$ cat src/design/ptms_pkg.sv
// ----------------------------------------------------------------------------
// ptms_pkg
// Shared types and constants of the priority task message scheduler.
// ----------------------------------------------------------------------------
package ptms_pkg;

    // default sizes
    localparam int MAX_TASKS_DEF     = 8;
    localparam int QUEUE_DEPTH_DEF   = 8;
    localparam int PRIORITY_BITS_DEF = 4;

    // configuration register indexes
    localparam logic CFG_TASK_COUNT = 1'b0;
    localparam logic CFG_TASK_PRIO  = 1'b1;

    typedef enum logic [1:0] {
        KIND_POST_MSG  = 2'd0,
        KIND_POST_TASK = 2'd1,
        KIND_DISPATCH  = 2'd2,
        KIND_REMOVE    = 2'd3
    } t_kind;

    typedef enum logic [1:0] {
        ST_OK     = 2'd0,
        ST_BAD_ID = 2'd1,
        ST_ACTIVE = 2'd2,
        ST_FULL   = 2'd3
    } t_status;

    // classified command from the front end
    typedef struct packed {
        t_kind       kind;
        logic [2:0]  task_id;
        logic [7:0]  sig;
        logic        bad_id;
    } t_cmd;

    // one result item
    typedef struct packed {
        logic        dispatched;
        logic [2:0]  out_task;
        logic [7:0]  out_signal;
        logic        removed;
        t_status     status;
    } t_result;

endpackage

$ cat src/design/ptms_ram.sv
// ----------------------------------------------------------------------------
// ptms_ram
// Generic simple dual-port RAM, one write and one registered read port.
// ----------------------------------------------------------------------------
module ptms_ram #(
    parameter int WIDTH = 8,
    parameter int DEPTH = 64
) (
    input  logic                     i_clk,
    input  logic                     i_we,
    input  logic [$clog2(DEPTH)-1:0] i_waddr,
    input  logic [WIDTH-1:0]         i_wdata,
    input  logic [$clog2(DEPTH)-1:0] i_raddr,
    output logic [WIDTH-1:0]         o_rdata
);

    logic [WIDTH-1:0] r_mem [DEPTH];
    logic [WIDTH-1:0] r_rdata;

    always_ff @(posedge i_clk) begin
        if (i_we) begin
            r_mem[i_waddr] <= i_wdata;
        end
        r_rdata <= r_mem[i_raddr];
    end

    assign o_rdata = r_rdata;

endmodule

$ cat src/design/ptms_front.sv
// ----------------------------------------------------------------------------
// ptms_front
// Input side: takes commands, checks the task id, holds them in a
// two-entry queue for the execution engine.
// ----------------------------------------------------------------------------
module ptms_front #(
    parameter int MAX_TASKS = 8
) (
    input  logic           i_clk,
    input  logic           i_rst_n,
    input  logic           push,
    output logic           full,
    input  logic [1:0]     i_kind,
    input  logic [2:0]     i_task_id,
    input  logic [7:0]     i_signal,
    input  logic [3:0]     i_task_count,
    output logic           o_cmd_valid,
    output ptms_pkg::t_cmd o_cmd,
    input  logic           i_cmd_take
);
    import ptms_pkg::*;

    localparam int NW = ($clog2(MAX_TASKS + 1) > 4) ? $clog2(MAX_TASKS + 1) : 4;

    t_cmd        r_q [2];
    logic        r_wp;
    logic        r_rp;
    logic [1:0]  r_cnt;
    logic [NW-1:0] n_limit;
    t_cmd        n_cmd;
    logic        n_push;
    logic        n_take;

    // task id check against min(task_count, MAX_TASKS)
    always_comb begin
        n_limit = (NW'(i_task_count) < NW'(MAX_TASKS)) ? NW'(i_task_count)
                                                        : NW'(MAX_TASKS);
        n_cmd.kind    = t_kind'(i_kind);
        n_cmd.task_id = i_task_id;
        n_cmd.sig     = i_signal;
        n_cmd.bad_id  = !(NW'(i_task_id) < n_limit);
    end

    assign full        = (r_cnt == 2'd2);
    assign n_push      = push && !full;
    assign o_cmd_valid = (r_cnt != 2'd0);
    assign n_take      = i_cmd_take && o_cmd_valid;
    assign o_cmd       = r_q[r_rp];

    // queue storage
    always_ff @(posedge i_clk) begin
        if (n_push) begin
            r_q[r_wp] <= n_cmd;
        end
    end

    // queue pointers
    always_ff @(posedge i_clk) begin
        if (!i_rst_n) begin
            r_wp  <= 1'b0;
            r_rp  <= 1'b0;
            r_cnt <= 2'd0;
        end else begin
            if (n_push) begin
                r_wp <= !r_wp;
            end
            if (n_take) begin
                r_rp <= !r_rp;
            end
            r_cnt <= r_cnt + 2'(n_push) - 2'(n_take);
        end
    end

endmodule

$ cat src/design/ptms_back.sv
// ----------------------------------------------------------------------------
// ptms_back
// Execution engine: ready list, per-task message queues, dispatch and
// remove walks, result register.
// ----------------------------------------------------------------------------
module ptms_back #(
    parameter int MAX_TASKS     = 8,
    parameter int QUEUE_DEPTH   = 8,
    parameter int PRIORITY_BITS = 4
) (
    input  logic              i_clk,
    input  logic              i_rst_n,
    input  logic [31:0]       i_task_prio,
    input  logic              i_cmd_valid,
    input  ptms_pkg::t_cmd    i_cmd,
    output logic              o_cmd_take,
    output logic              o_res_valid,
    output ptms_pkg::t_result o_res,
    input  logic              i_res_pop
);
    import ptms_pkg::*;

    localparam int TW = $clog2(MAX_TASKS);
    localparam int LW = $clog2(MAX_TASKS + 1);
    localparam int HW = $clog2(QUEUE_DEPTH);
    localparam int FW = $clog2(QUEUE_DEPTH + 1);
    localparam int SW = $clog2(2 * QUEUE_DEPTH);
    localparam int AW = $clog2(MAX_TASKS * QUEUE_DEPTH);

    typedef enum logic [9:0] {
        S_IDLE   = 10'b0000000001,
        S_EXEC   = 10'b0000000010,
        S_INS    = 10'b0000000100,
        S_APPEND = 10'b0000001000,
        S_DISP   = 10'b0000010000,
        S_DRD    = 10'b0000100000,
        S_RMRD   = 10'b0001000000,
        S_RMCMP  = 10'b0010000000,
        S_SHRD   = 10'b0100000000,
        S_SHWR   = 10'b1000000000
    } t_state;

    t_state          r_state;
    t_cmd            r_cmd;
    t_result         r_out;
    logic            r_out_valid;
    logic [TW-1:0]   r_order [MAX_TASKS];
    logic [LW-1:0]   r_rcount;
    logic            r_active [MAX_TASKS];
    logic            r_run_valid;
    logic [TW-1:0]   r_run_task;
    logic [HW-1:0]   r_head [MAX_TASKS];
    logic [FW-1:0]   r_fill [MAX_TASKS];
    logic [LW-1:0]   r_pos;
    logic [FW-1:0]   r_k;

    logic [TW-1:0]   n_tid;
    logic            n_we;
    logic [AW-1:0]   n_waddr;
    logic [AW-1:0]   n_raddr;
    logic [7:0]      rd_data;

    // priority of a task; bits beyond the register read as zero
    function automatic logic [PRIORITY_BITS-1:0] prio_of(input logic [TW-1:0] t);
        logic [63:0] ext;
        ext = {32'd0, i_task_prio} >> (t * PRIORITY_BITS);
        return ext[PRIORITY_BITS-1:0];
    endfunction

    // message store address of entry off of task t's circular queue
    function automatic logic [AW-1:0] slot(input logic [TW-1:0] t,
                                           input logic [FW-1:0] off);
        logic [SW-1:0] s;
        s = SW'(r_head[t]) + SW'(off);
        if (s >= SW'(QUEUE_DEPTH)) begin
            s = s - SW'(QUEUE_DEPTH);
        end
        return AW'(t) * AW'(QUEUE_DEPTH) + AW'(s);
    endfunction

    assign n_tid       = TW'(r_cmd.task_id);
    assign o_cmd_take  = (r_state == S_IDLE) && i_cmd_valid && (!r_out_valid || i_res_pop);
    assign o_res_valid = r_out_valid;
    assign o_res       = r_out;

    // message store ports
    always_comb begin
        n_we    = 1'b0;
        n_waddr = slot(n_tid, r_fill[n_tid]);
        n_raddr = slot(n_tid, r_k);
        unique case (r_state)
            S_APPEND: n_we = 1'b1;
            S_SHWR: begin
                n_we    = 1'b1;
                n_waddr = slot(n_tid, r_k);
            end
            S_DISP:   n_raddr = slot(r_run_task, '0);
            S_SHRD:   n_raddr = slot(n_tid, r_k + FW'(1));
            default: ;
        endcase
    end

    ptms_ram #(
        .WIDTH (8),
        .DEPTH (MAX_TASKS * QUEUE_DEPTH)
    ) u_store (
        .i_clk   (i_clk),
        .i_we    (n_we),
        .i_waddr (n_waddr),
        .i_wdata (n_we && r_state == S_SHWR ? rd_data : r_cmd.sig),
        .i_raddr (n_raddr),
        .o_rdata (rd_data)
    );

    // sequencer
    always_ff @(posedge i_clk) begin
        if (!i_rst_n) begin
            r_state     <= S_IDLE;
            r_out_valid <= 1'b0;
            r_rcount    <= '0;
            r_run_valid <= 1'b0;
            r_run_task  <= '0;
            for (int i = 0; i < MAX_TASKS; i++) begin
                r_active[i] <= 1'b0;
                r_head[i]   <= '0;
                r_fill[i]   <= '0;
            end
        end else begin
            if (i_res_pop && r_out_valid) begin
                r_out_valid <= 1'b0;
            end
            unique case (r_state)
                S_IDLE: begin
                    if (o_cmd_take) begin
                        r_cmd   <= i_cmd;
                        r_out   <= '{dispatched: 1'b0, out_task: 3'd0, out_signal: 8'd0,
                                     removed: 1'b0, status: ST_OK};
                        r_pos   <= '0;
                        r_k     <= '0;
                        r_state <= S_EXEC;
                    end
                end
                // classify and check
                S_EXEC: begin
                    unique case (r_cmd.kind)
                        KIND_POST_MSG: begin
                            if (r_cmd.bad_id) begin
                                r_out.status <= ST_BAD_ID;
                                r_out_valid  <= 1'b1;
                                r_state      <= S_IDLE;
                            end else if (r_fill[n_tid] >= FW'(QUEUE_DEPTH)) begin
                                r_out.status <= ST_FULL;
                                r_out_valid  <= 1'b1;
                                r_state      <= S_IDLE;
                            end else if (!r_active[n_tid]) begin
                                r_active[n_tid] <= 1'b1;
                                r_state <= (r_rcount < LW'(MAX_TASKS)) ? S_INS : S_APPEND;
                            end else begin
                                r_state <= S_APPEND;
                            end
                        end
                        KIND_POST_TASK: begin
                            if (r_cmd.bad_id) begin
                                r_out.status <= ST_BAD_ID;
                                r_out_valid  <= 1'b1;
                                r_state      <= S_IDLE;
                            end else if (r_active[n_tid]) begin
                                r_out.status <= ST_ACTIVE;
                                r_out_valid  <= 1'b1;
                                r_state      <= S_IDLE;
                            end else begin
                                r_active[n_tid] <= 1'b1;
                                if (r_rcount < LW'(MAX_TASKS)) begin
                                    r_state <= S_INS;
                                end else begin
                                    r_out_valid <= 1'b1;
                                    r_state     <= S_IDLE;
                                end
                            end
                        end
                        KIND_DISPATCH: r_state <= S_DISP;
                        KIND_REMOVE: begin
                            if (r_cmd.bad_id) begin
                                r_out.status <= ST_BAD_ID;
                                r_out_valid  <= 1'b1;
                                r_state      <= S_IDLE;
                            end else begin
                                r_state <= S_RMRD;
                            end
                        end
                        default: r_state <= S_IDLE;
                    endcase
                end
                // sorted insertion: walk past entries of equal or higher priority
                S_INS: begin
                    if (r_pos < r_rcount &&
                        prio_of(r_order[r_pos[TW-1:0]]) >= prio_of(n_tid)) begin
                        r_pos <= r_pos + LW'(1);
                    end else begin
                        for (int i = 0; i < MAX_TASKS; i++) begin
                            if (LW'(i) > r_pos && LW'(i) <= r_rcount) begin
                                r_order[i] <= r_order[(i > 0) ? i - 1 : 0];
                            end else if (LW'(i) == r_pos) begin
                                r_order[i] <= n_tid;
                            end
                        end
                        r_rcount <= r_rcount + LW'(1);
                        if (r_cmd.kind == KIND_POST_MSG) begin
                            r_state <= S_APPEND;
                        end else begin
                            r_out_valid <= 1'b1;
                            r_state     <= S_IDLE;
                        end
                    end
                end
                // append signal to the task queue
                S_APPEND: begin
                    r_fill[n_tid] <= r_fill[n_tid] + FW'(1);
                    r_out_valid   <= 1'b1;
                    r_state       <= S_IDLE;
                end
                // dispatch: drain running task, else take the list head
                S_DISP: begin
                    if (r_run_valid) begin
                        if (r_fill[r_run_task] != '0) begin
                            r_state <= S_DRD;
                        end else begin
                            r_active[r_run_task] <= 1'b0;
                            r_run_valid          <= 1'b0;
                        end
                    end else if (r_rcount == '0) begin
                        r_out_valid <= 1'b1;
                        r_state     <= S_IDLE;
                    end else begin
                        r_run_task  <= r_order[0];
                        r_run_valid <= 1'b1;
                        for (int i = 0; i < MAX_TASKS - 1; i++) begin
                            r_order[i] <= r_order[i + 1];
                        end
                        r_rcount <= r_rcount - LW'(1);
                    end
                end
                S_DRD: begin
                    r_head[r_run_task] <= (r_head[r_run_task] == HW'(QUEUE_DEPTH - 1))
                                          ? '0 : r_head[r_run_task] + HW'(1);
                    r_fill[r_run_task] <= r_fill[r_run_task] - FW'(1);
                    r_out.dispatched   <= 1'b1;
                    r_out.out_task     <= 3'(r_run_task);
                    r_out.out_signal   <= rd_data;
                    r_out_valid        <= 1'b1;
                    r_state            <= S_IDLE;
                end
                // remove: search for the first matching signal
                S_RMRD: begin
                    if (r_k < r_fill[n_tid]) begin
                        r_state <= S_RMCMP;
                    end else begin
                        r_out_valid <= 1'b1;
                        r_state     <= S_IDLE;
                    end
                end
                S_RMCMP: begin
                    if (rd_data == r_cmd.sig) begin
                        r_state <= S_SHRD;
                    end else begin
                        r_k     <= r_k + FW'(1);
                        r_state <= S_RMRD;
                    end
                end
                // close the gap one entry at a time
                S_SHRD: begin
                    if (r_k + FW'(1) < r_fill[n_tid]) begin
                        r_state <= S_SHWR;
                    end else begin
                        r_fill[n_tid] <= r_fill[n_tid] - FW'(1);
                        r_out.removed <= 1'b1;
                        r_out_valid   <= 1'b1;
                        r_state       <= S_IDLE;
                    end
                end
                S_SHWR: begin
                    r_k     <= r_k + FW'(1);
                    r_state <= S_SHRD;
                end
                default: r_state <= S_IDLE;
            endcase
        end
    end

endmodule

$ cat src/design/priority_task_message_scheduler_unit.sv
// Posts of a task or message walk the sorted insertion into the ready list,
// a dispatch steps through the ready list, and a remove searches and shifts
// the entries of the task's message queue.
// Flow: one command at a time in the execution engine; a two-entry
// command queue and a result register keep both sides decoupled.
// Reset: synchronous, clears all control state; no clearing pass is needed.
// ----------------------------------------------------------------------------
// priority_task_message_scheduler_unit
// Priority ready list of tasks with per-task message queues.
// ----------------------------------------------------------------------------
module priority_task_message_scheduler_unit #(
    parameter int MAX_TASKS     = ptms_pkg::MAX_TASKS_DEF,
    parameter int QUEUE_DEPTH   = ptms_pkg::QUEUE_DEPTH_DEF,
    parameter int PRIORITY_BITS = ptms_pkg::PRIORITY_BITS_DEF
) (
    input  logic        i_clk,
    input  logic        i_rst_n,
    input  logic        push,
    output logic        full,
    input  logic [1:0]  i_kind,
    input  logic [2:0]  i_task_id,
    input  logic [7:0]  i_signal,
    output logic        empty,
    input  logic        pop,
    output logic        o_dispatched,
    output logic [2:0]  o_out_task,
    output logic [7:0]  o_out_signal,
    output logic        o_removed,
    output logic [1:0]  o_status,
    input  logic        i_cfg_we,
    input  logic        i_cfg_addr,
    input  logic [31:0] i_cfg_wdata
);
    import ptms_pkg::*;

    logic [3:0]  r_task_count;
    logic [31:0] r_task_prio;
    logic        cmd_valid;
    logic        cmd_take;
    t_cmd        cmd;
    logic        res_valid;
    t_result     res;

    // configuration registers
    always_ff @(posedge i_clk) begin
        if (!i_rst_n) begin
            r_task_count <= '0;
            r_task_prio  <= '0;
        end else if (i_cfg_we) begin
            unique case (i_cfg_addr)
                CFG_TASK_COUNT: r_task_count <= i_cfg_wdata[3:0];
                CFG_TASK_PRIO:  r_task_prio  <= i_cfg_wdata;
                default: ;
            endcase
        end
    end

    ptms_front #(
        .MAX_TASKS (MAX_TASKS)
    ) u_front (
        .i_clk        (i_clk),
        .i_rst_n      (i_rst_n),
        .push         (push),
        .full         (full),
        .i_kind       (i_kind),
        .i_task_id    (i_task_id),
        .i_signal     (i_signal),
        .i_task_count (r_task_count),
        .o_cmd_valid  (cmd_valid),
        .o_cmd        (cmd),
        .i_cmd_take   (cmd_take)
    );

    ptms_back #(
        .MAX_TASKS     (MAX_TASKS),
        .QUEUE_DEPTH   (QUEUE_DEPTH),
        .PRIORITY_BITS (PRIORITY_BITS)
    ) u_back (
        .i_clk       (i_clk),
        .i_rst_n     (i_rst_n),
        .i_task_prio (r_task_prio),
        .i_cmd_valid (cmd_valid),
        .i_cmd       (cmd),
        .o_cmd_take  (cmd_take),
        .o_res_valid (res_valid),
        .o_res       (res),
        .i_res_pop   (pop)
    );

    // result transfer
    assign empty        = !res_valid;
    assign o_dispatched = res.dispatched;
    assign o_out_task   = res.out_task;
    assign o_out_signal = res.out_signal;
    assign o_removed    = res.removed;
    assign o_status     = res.status;

endmodule

$ cat config.mk
export PLATFORM = sky130hd
export DESIGN_NAME = priority_task_message_scheduler_unit
export DESIGN_NICKNAME = d
export VERILOG_FILES = /design/src/design/ptms_pkg.sv /design/src/design/ptms_ram.sv /design/src/design/ptms_front.sv /design/src/design/ptms_back.sv /design/src/design/priority_task_message_scheduler_unit.sv
export SDC_FILE = /design/constraint.sdc
export NUM_CORES = 1
export LEC_CHECK = 0
export ABC_CLOCK_PERIOD_IN_PS = 10500
export BUFFER_PORTS_ARGS = -buffer_cell sky130_fd_sc_hd__buf_2
export CORE_MARGIN = 5
export CORE_UTILIZATION = 67
export CTS_CLUSTER_DIAMETER = 200
export DETAILED_ROUTE_END_ITERATION = 16
export PLACE_DENSITY = 0.84
export SETUP_SLACK_MARGIN = 0.02
export SLEW_MARGIN = 20
export SYNTH_ARGS = -nofsm -noshare
export SYNTH_HDL_FRONTEND = slang
export SYNTH_SLANG_ARGS = --single-unit
$ cat constraint.sdc
create_clock -name i_clk -period 10.5 [get_ports i_clk]
set_clock_uncertainty 0.15 [all_clocks]
set_input_delay 2.1 -clock i_clk [delete_from_list [all_inputs] [get_ports i_clk]]
set_output_delay 2.1 -clock i_clk [all_outputs]
set_load 0.01 [all_outputs]
==> impl_metrics.toml, run 1 <==
[power]
p_leak_nw = 12.19
vdd_drop_max_v = 0.0002380
power.density_nw_per_um2 = 240.6

[yosys]
synthCells = 2441
synth_area_per_cell_um2 = 13.31
async_reset_ff_share_pct = 0
synth_mux_area_share_pct = 9.971
synth_compound_area_share_pct = 8.011
mappedNetlistArea_um2 = 32490
synth_edf_count = 657
synth_top_family_by_area = "simple AND/OR/NAND/NOR gates"
ys_ff_latch = 738
synth_simple_gate_area_share_pct = 11.13
synth_xor_area_share_pct = 0.8088
synth_top_flop_cell = "edfxtp_1"
yosysSeqAreaShare_pct = 65.72
yosysWarnings = 0
synth_cell_type_count = 78
synthAdderAreaFrac_pct = 1.903

[grt]
grt_pass1_vias = 21030
overflow = 0
grt_start_max_net_pins = 166
antenna_found_initial = 1
grt_pass1_wl_um = 123600
grt_util_all_layers_pct = 30.39

[setup_path]
critPathLaunch = "u_back.n_tid[0]"
cp_data_required_time_ns = 10.84
crit_path_start_kind = "register"
r2r_slack_ns = 4.69
worstPathArrival_ns = 6.15
crit_type = "register to register"
critical_path.max_fanout = 165
r2r_start = "u_back.n_tid[0]"
rr_worst_depth = 14
endpoint_kind = "register"
reg2reg_to = "u_back.u_store.o_rdata[7]"

[die]
boundaryPins = 68
fp.coreArea_um2 = 47850
die_h_um = 230.2
dieArea_um2 = 52990
die_width_um = 230.2
rows = 80
initial_core_util_pct = 67.90

[worst_hold_path]
hold_end = "r_task_prio[15]"
hold_path_depth = 2
hold_start = "r_task_prio[15]"
hold_class = "register to register"

[clock_tree]
post_cts.repair.setup_buffers = 0
cts-buffers-inserted = 72
cts_hold_buffers = 0
clk_pin_slew_ns = 0.07
clk_root_buffer_cell = "clkbuf_16"
cts_tree = "done"
clockBufferDepth = 3
clock_latency_ns = 0.62
htreeDepth = 3
cts_resized = 0
cts.sinks = 738

[layout]
final_cells = 3142
fillCellCount = 2857
layout_common_cells = "edfxtp_1, nand2_1, nor2_1"
drive_gt1_share_pct = 13.89
n_antenna_cell = 0
nets = 2572
area_growth_pct = 9.182
final_common_cell = "edfxtp_1"

[placed_design]
portBuffers = 67
post-place-cells = 3015
dp_hpwl_um = 50490
gp_congestion = 0.9190

[sta]
setup_violations = 0
slew_headroom_pct = 20.30
max_freq_mhz = 172.0
rsz0062_at_grt = "no"
finalSetupTns_ns = 0
finalHoldViolations = 0
min_period_ns = 5.813
fin_crit_sh_pct = 55.36
slew_violations = 0
tightestPinTransition_ns = 1.191

[run_status]
status = "completed"

[drt]
wl_um = 81650
drt-pass1-iter-count = 8
via_per_inst = 6.842
drt-initial-drc-count = 3014
wl_per_cell_um = 25.99
route.vias.total = 21500
antenna_left = 0
drc = 0

[run]
drv_cap = 0
-- report_power, final --
group	total [W]	internal, W	switching (W)
logic	0.00251	0.000849	0.00166
registers	0.00352	0.00340	0.000117
clock network	0.00250	0.00142	0.00108
total	0.00853	0.00568	0.00286
-- worst max-delay path: stages (launching register included) --
cell	delay, ns
edfxtp_1	0.36
buf_4	0.32
mux4_2	0.54
mux2_2	0.33
ha_1	0.30
or4bb_1	0.16
nor3_1	0.08
a221oi_4	0.21
buf_4	0.67
buf_12	0.72
mux2i_1	0.33
o22ai_1	0.13
o21ai_0	0.53
nand4_1	0.22
or3_1	0.45
-- through the flow --
step,hold WS [ns],cell area [um^2],setup WS (ns),util (%),total power [W]
2_1_floorplan,0.2903,32490,5.530,-,0.005289
3_3_place_gp,0.3031,33200,4.882,69.39,0.005901
3_5_place_dp,0.3098,33210,4.851,69.41,0.005997
4_1_cts,0.3189,35450,4.724,74.10,0.008490
5_1_grt,0.3458,35470,4.459,74.13,0.008832
6_report,0.3156,35470,4.687,74.13,0.008534
-- cell type report --
cell class / count / area (um^2) / share of cell area (%)
sequential: 738 / 21350 / 60.19
multi-input combinational: 1530 / 10420 / 29.37
inverter: 39 / 146.4 / 0.4127
clock inverter: 35 / 312.8 / 0.8819
timing repair buffer: 93 / 543.0 / 1.531
tap: 615 / 769.5 / 2.169
clock buffer: 92 / 1929 / 5.439
-- synth_stat cells, types with 4 or more instances --
library cell,n,area share (%)
inv_1,38,0.44
nor3_1,26,0.40
buf_1,14,0.16
fa_1,4,0.25
nand3_1,59,0.91
clkbuf_1,74,0.86
nor2b_1,8,0.15
buf_6,7,0.24
xnor2_1,15,0.40
o21ai_1,9,0.14
a31oi_1,5,0.096
nand2b_1,21,0.40
o21ai_0,58,0.89
mux2i_1,120,3.7
nand2_1,390,4.5
dfxtp_1,81,5.0
o221a_2,4,0.14
nand3b_1,4,0.092
nor2_1,200,2.3
buf_2,27,0.42
and2_1,16,0.31
o21a_1,7,0.16
a21oi_1,166,2.6
o211ai_1,5,0.12
mux2_2,35,1.2
or3_1,13,0.25
a32oi_1,16,0.43
nor4_1,24,0.46
nand4_1,16,0.31
and3_1,4,0.077
xor2_1,15,0.40
nor3b_2,4,0.15
o31ai_1,5,0.12
or2_2,5,0.096
o2111ai_1,19,0.51
a211oi_1,23,0.53
ha_1,43,1.7
mux4_2,73,5.1
buf_4,14,0.32
a21o_1,9,0.21
edfxtp_1,657,61
nor3b_1,4,0.092
a22oi_1,21,0.49
o22ai_1,30,0.58
-- registers in the layout, summed over array words and instances (netlist names), 4 cells and up, named ones only --
register,flops
u_back.r_active,8
u_back.o_res,15
u_back.r_pos,4
u_back.r_fill,32
r_task_count,4
u_back.r_head,24
u_front.r_q,28
u_back.r_cmd,11
u_back.r_order,24
u_back.u_store.o_rdata,8
u_back.r_k,4
u_back.r_rcount,4
u_back.u_store.r_mem,512
r_task_prio,32
u_back.r_state,10
-- worst max-delay path by stage --
stage / to / slack [ns] / cells past startpoint
after floorplan: u_back.r_fill[7][3] / 5.53 / 18
after global routing: u_back.u_store.o_rdata[7] / 4.46 / 14
final: u_back.u_store.o_rdata[7] / 4.69 / 14
after global placement: u_back.u_store.o_rdata[0] / 4.88 / 14
after detailed placement: u_back.u_store.o_rdata[0] / 4.85 / 14
after CTS: u_back.u_store.o_rdata[0] / 4.72 / 14
-- routing by layer --
layer  wire length (um)  vias up  GRT usage, %
li1                   -     9246             -
met1              30090    10460         42.02
met2              39230     1563         48.92
met3               9433      228         6.193
met4               2889        0         11.02
met5                  0        -             0
-- cell families (layout without fill, tap and decap cells) --
group / after synthesis / after routing
AO/OA/AOI/OAI: 409 / 409
XOR/XNOR: 30 / 30
adder cells (fa/ha/maj): 47 / 47
buffers and inverters: 175 / 259
flip-flops: 738 / 738
multiplexers: 228 / 228
other: 1 / 3
AND/OR/NAND/NOR: 813 / 813
Power figures use the tool's default switching activity.
==> run 2: changes to the inputs <==
ABC_AREA = 1   (was unset)
ABC_CLOCK_PERIOD_IN_PS = 6000   (was 10500)
CORE_UTILIZATION = 63   (was 67)
PLACE_DENSITY = 0.8   (was 0.84)
clock period = 6 ns   (was 10.5 ns; I/O delays follow)
==> run 2 against run 1 <==
Net effect: critical path depth up 7; die area up 15%; clock power up 91%; power up 120%; non-clock buffer count up 16; final cell count up 42%; critical path type unchanged; critical endpoint is now u_back.r_order[3][2]; largest cell class unchanged; largest power group is now combinational cells; highest routed layer unchanged.
==> impl_metrics.toml, run 2 <==
[layout]
layout_common_cells = "edfxtp_1, nand3_1, nand2_1"
fillCellCount = 4108
area_growth_pct = 9.131
largest_reg_flops = 512
drive_gt1_share_pct = 7.605
final_common_cell = "edfxtp_1"
reg_top3 = "u_back.u_store.r_mem (512), r_task_prio (32), u_back.r_fill (32)"
nets = 3737
finalInstanceArea_um2 = 38720
final_cells = 4451
n_antenna_cell = 0
regMostFlops = "u_back.u_store.r_mem"

[worst_hold_path]
hold_start = "r_task_prio[14]"
hold_end = "r_task_prio[14]"
hold_class = "register to register"
hold_path_depth = 2

[grt]
grt_start_max_net_pins = 154
grt_util_all_layers_pct = 29.39
busiest_layer = "met2"
overflow = 0
antenna_found_initial = 0
grt_pass1_wl_um = 141400
grt_pass1_vias = 25610
global_route.usage.met2_pct = 46.67
use_met1_pct = 41.24
grt_use_met3_pct = 5.847

[die]
dieArea_um2 = 61160
fp.coreArea_um2 = 56060
rows = 87
boundaryPins = 68
initial_core_util_pct = 63.29
die_h_um = 247.3
die_width_um = 247.3

[drt]
drt-initial-drc-count = 3612
wl_per_cell_um = 20.23
wl_um = 90050
antenna_left = 0
route.vias.total = 26830
via_per_inst = 6.028
drc = 0
drt-pass1-iter-count = 9

[clock_tree]
clockBufferDepth = 3
clk_pin_slew_ns = 0.06
post_cts.repair.setup_buffers = 0
clk_root_buffer_cell = "clkbuf_16"
clock_latency_ns = 0.64
cts_hold_buffers = 0
cts_resized = 0
htreeDepth = 3
cts.sinks = 738
cts-buffers-inserted = 75
cts_tree = "done"

[setup_path]
cp_data_required_time_ns = 6.12
endpoint_kind = "register"
rr_worst_depth = 21
crit_top_cell = "nand2_1"
crit_path_start_kind = "register"
cp_slowest_stage_delay_ns = 0.73
cp_slowest_cell = "dfxtp_1"
crit_path_cell_trace = "a21oi_1, o211ai_1, nand2_1, inv_1, nand2_1, a221oi_1, a31oi_1, ha_1, inv_1, a21oi_1, o21a_1, o21ai_0, nand2_1, nand2_1, buf_4, inv_1, nor3_2, nand3_1, nand2_1, inv_1, o21ai_0"
worstPathArrival_ns = 5.01
critical_path.max_fanout = 24
cp_top_family = "compound AO/OA/AOI/OAI gates"
r2r_slack_ns = 1.11
crit_type = "register to register"
reg2reg_to = "u_back.r_order[3][2]"
worst-path-buf-inv = 5

[sta]
tightestPinTransition_ns = 1.072
rsz0062_at_grt = "no"
setup_violations = 0
slew_violations = 0
slew_headroom_pct = 28.27
finalSetupTns_ns = 0
fin_crit_sh_pct = 81.51
min_period_ns = 4.891
finalHoldViolations = 0
max_freq_mhz = 204.5

[placed_design]
gp_congestion = 0.9280
postPlaceCellArea_um2 = 36210
dp_hpwl_um = 56260
portBuffers = 67
post-place-cells = 4318

[yosys]
yosysWarnings = 0
ys_ff_latch = 738
synth_cell_type_count = 52
async_reset_ff_share_pct = 0
synth_top_flop_cell = "edfxtp_1"
synth_area_per_cell_um2 = 9.731
synth_edf_count = 657
synth_largest_area_cell = "edfxtp_1"
yosysSeqAreaShare_pct = 60.18
synthTopCellsByArea = "edfxtp_1, nand3_1, nand2_1"
mappedNetlistArea_um2 = 35480
synth_commonest_cells = "edfxtp_1, nand3_1, nand2_1"
synth_top_area_share_pct = 55.61
yosysMostFrequentCell = "edfxtp_1"
synthCells = 3646

[run]
drv_cap = 0

[power]
vdd_drop_max_v = 0.0006135
power.density_nw_per_um2 = 483.6
p_leak_nw = 15.44

[run_status]
status = "completed"
run 2: cell families (layout without fill, tap and decap cells):
family                   after synthesis  after routing  share of synthesized area (%)
AND/OR/NAND/NOR                     1771           1771                          23.37
flip-flops                           738            738                          60.18
buffers and inverters                680            727                          8.298
AO/OA/AOI/OAI                        391            391                          5.950
adder cells (fa/ha/maj)               47             47                          1.742
XOR/XNOR                              17             17                         0.4197
other                                  1              3                        0.01057
multiplexers                           1              1                        0.02821
run 2: worst min-delay path: stages (launching register included):
cell	delay, ns
dfxtp_1	0.31
inv_1	0.06
a21oi_1	0.05
run 2: through the flow:
stage | setup slack [ns] | utilization [%] | hold WS [ns] | power [W]
3_3_place_gp | 1.260 | 64.59 | 0.2880 | 0.01366
6_report | 1.109 | 69.06 | 0.3244 | 0.01872
5_1_grt | 0.4877 | 69.06 | 0.3389 | 0.01964
3_5_place_dp | 1.137 | 64.59 | 0.3111 | 0.01377
2_1_floorplan | 1.129 | - | 0.2724 | 0.01175
4_1_cts | 1.140 | 69.06 | 0.3223 | 0.01855
run 2: cell type report:
class,instances,area (um^2),area share (%)
Sequential cell,738,21350,55.14
Timing Repair Buffer,109,763.2,1.971
Inverter,485,1821,4.702
Tap cell,756,945.9,2.443
Clock buffer,88,1967,5.080
Multi-Input combinational cell,2230,11330,29.27
Clock inverter,45,536.8,1.386
run 2: routing by layer:
metal / wire length [um] / vias up
li1: - / 12360
met1: 35180 / 12580
met2: 42010 / 1667
met3: 9900 / 227
met4: 2955 / 0
met5: 0 / -
run 2: worst max-delay path by stage:
stage | endpoint | slack, ns | cells after the start
2_1_floorplan | u_back.u_store.r_mem[0][0] | 1.13 | 9
3_3_place_gp | u_back.r_order[3][0] | 1.26 | 21
3_5_place_dp | u_back.r_order[3][0] | 1.14 | 23
4_1_cts | u_back.r_order[3][2] | 1.14 | 21
5_1_grt | u_back.r_order[3][1] | 0.49 | 24
6_report | u_back.r_order[3][2] | 1.11 | 21
run 2: report_power, final:
part	switching [W]	total, W	internal, W
Combinational	0.00549	0.00772	0.00223
Sequential	0.000226	0.00622	0.00600
Clock	0.00202	0.00477	0.00276
Total	0.00774	0.0187	0.0110
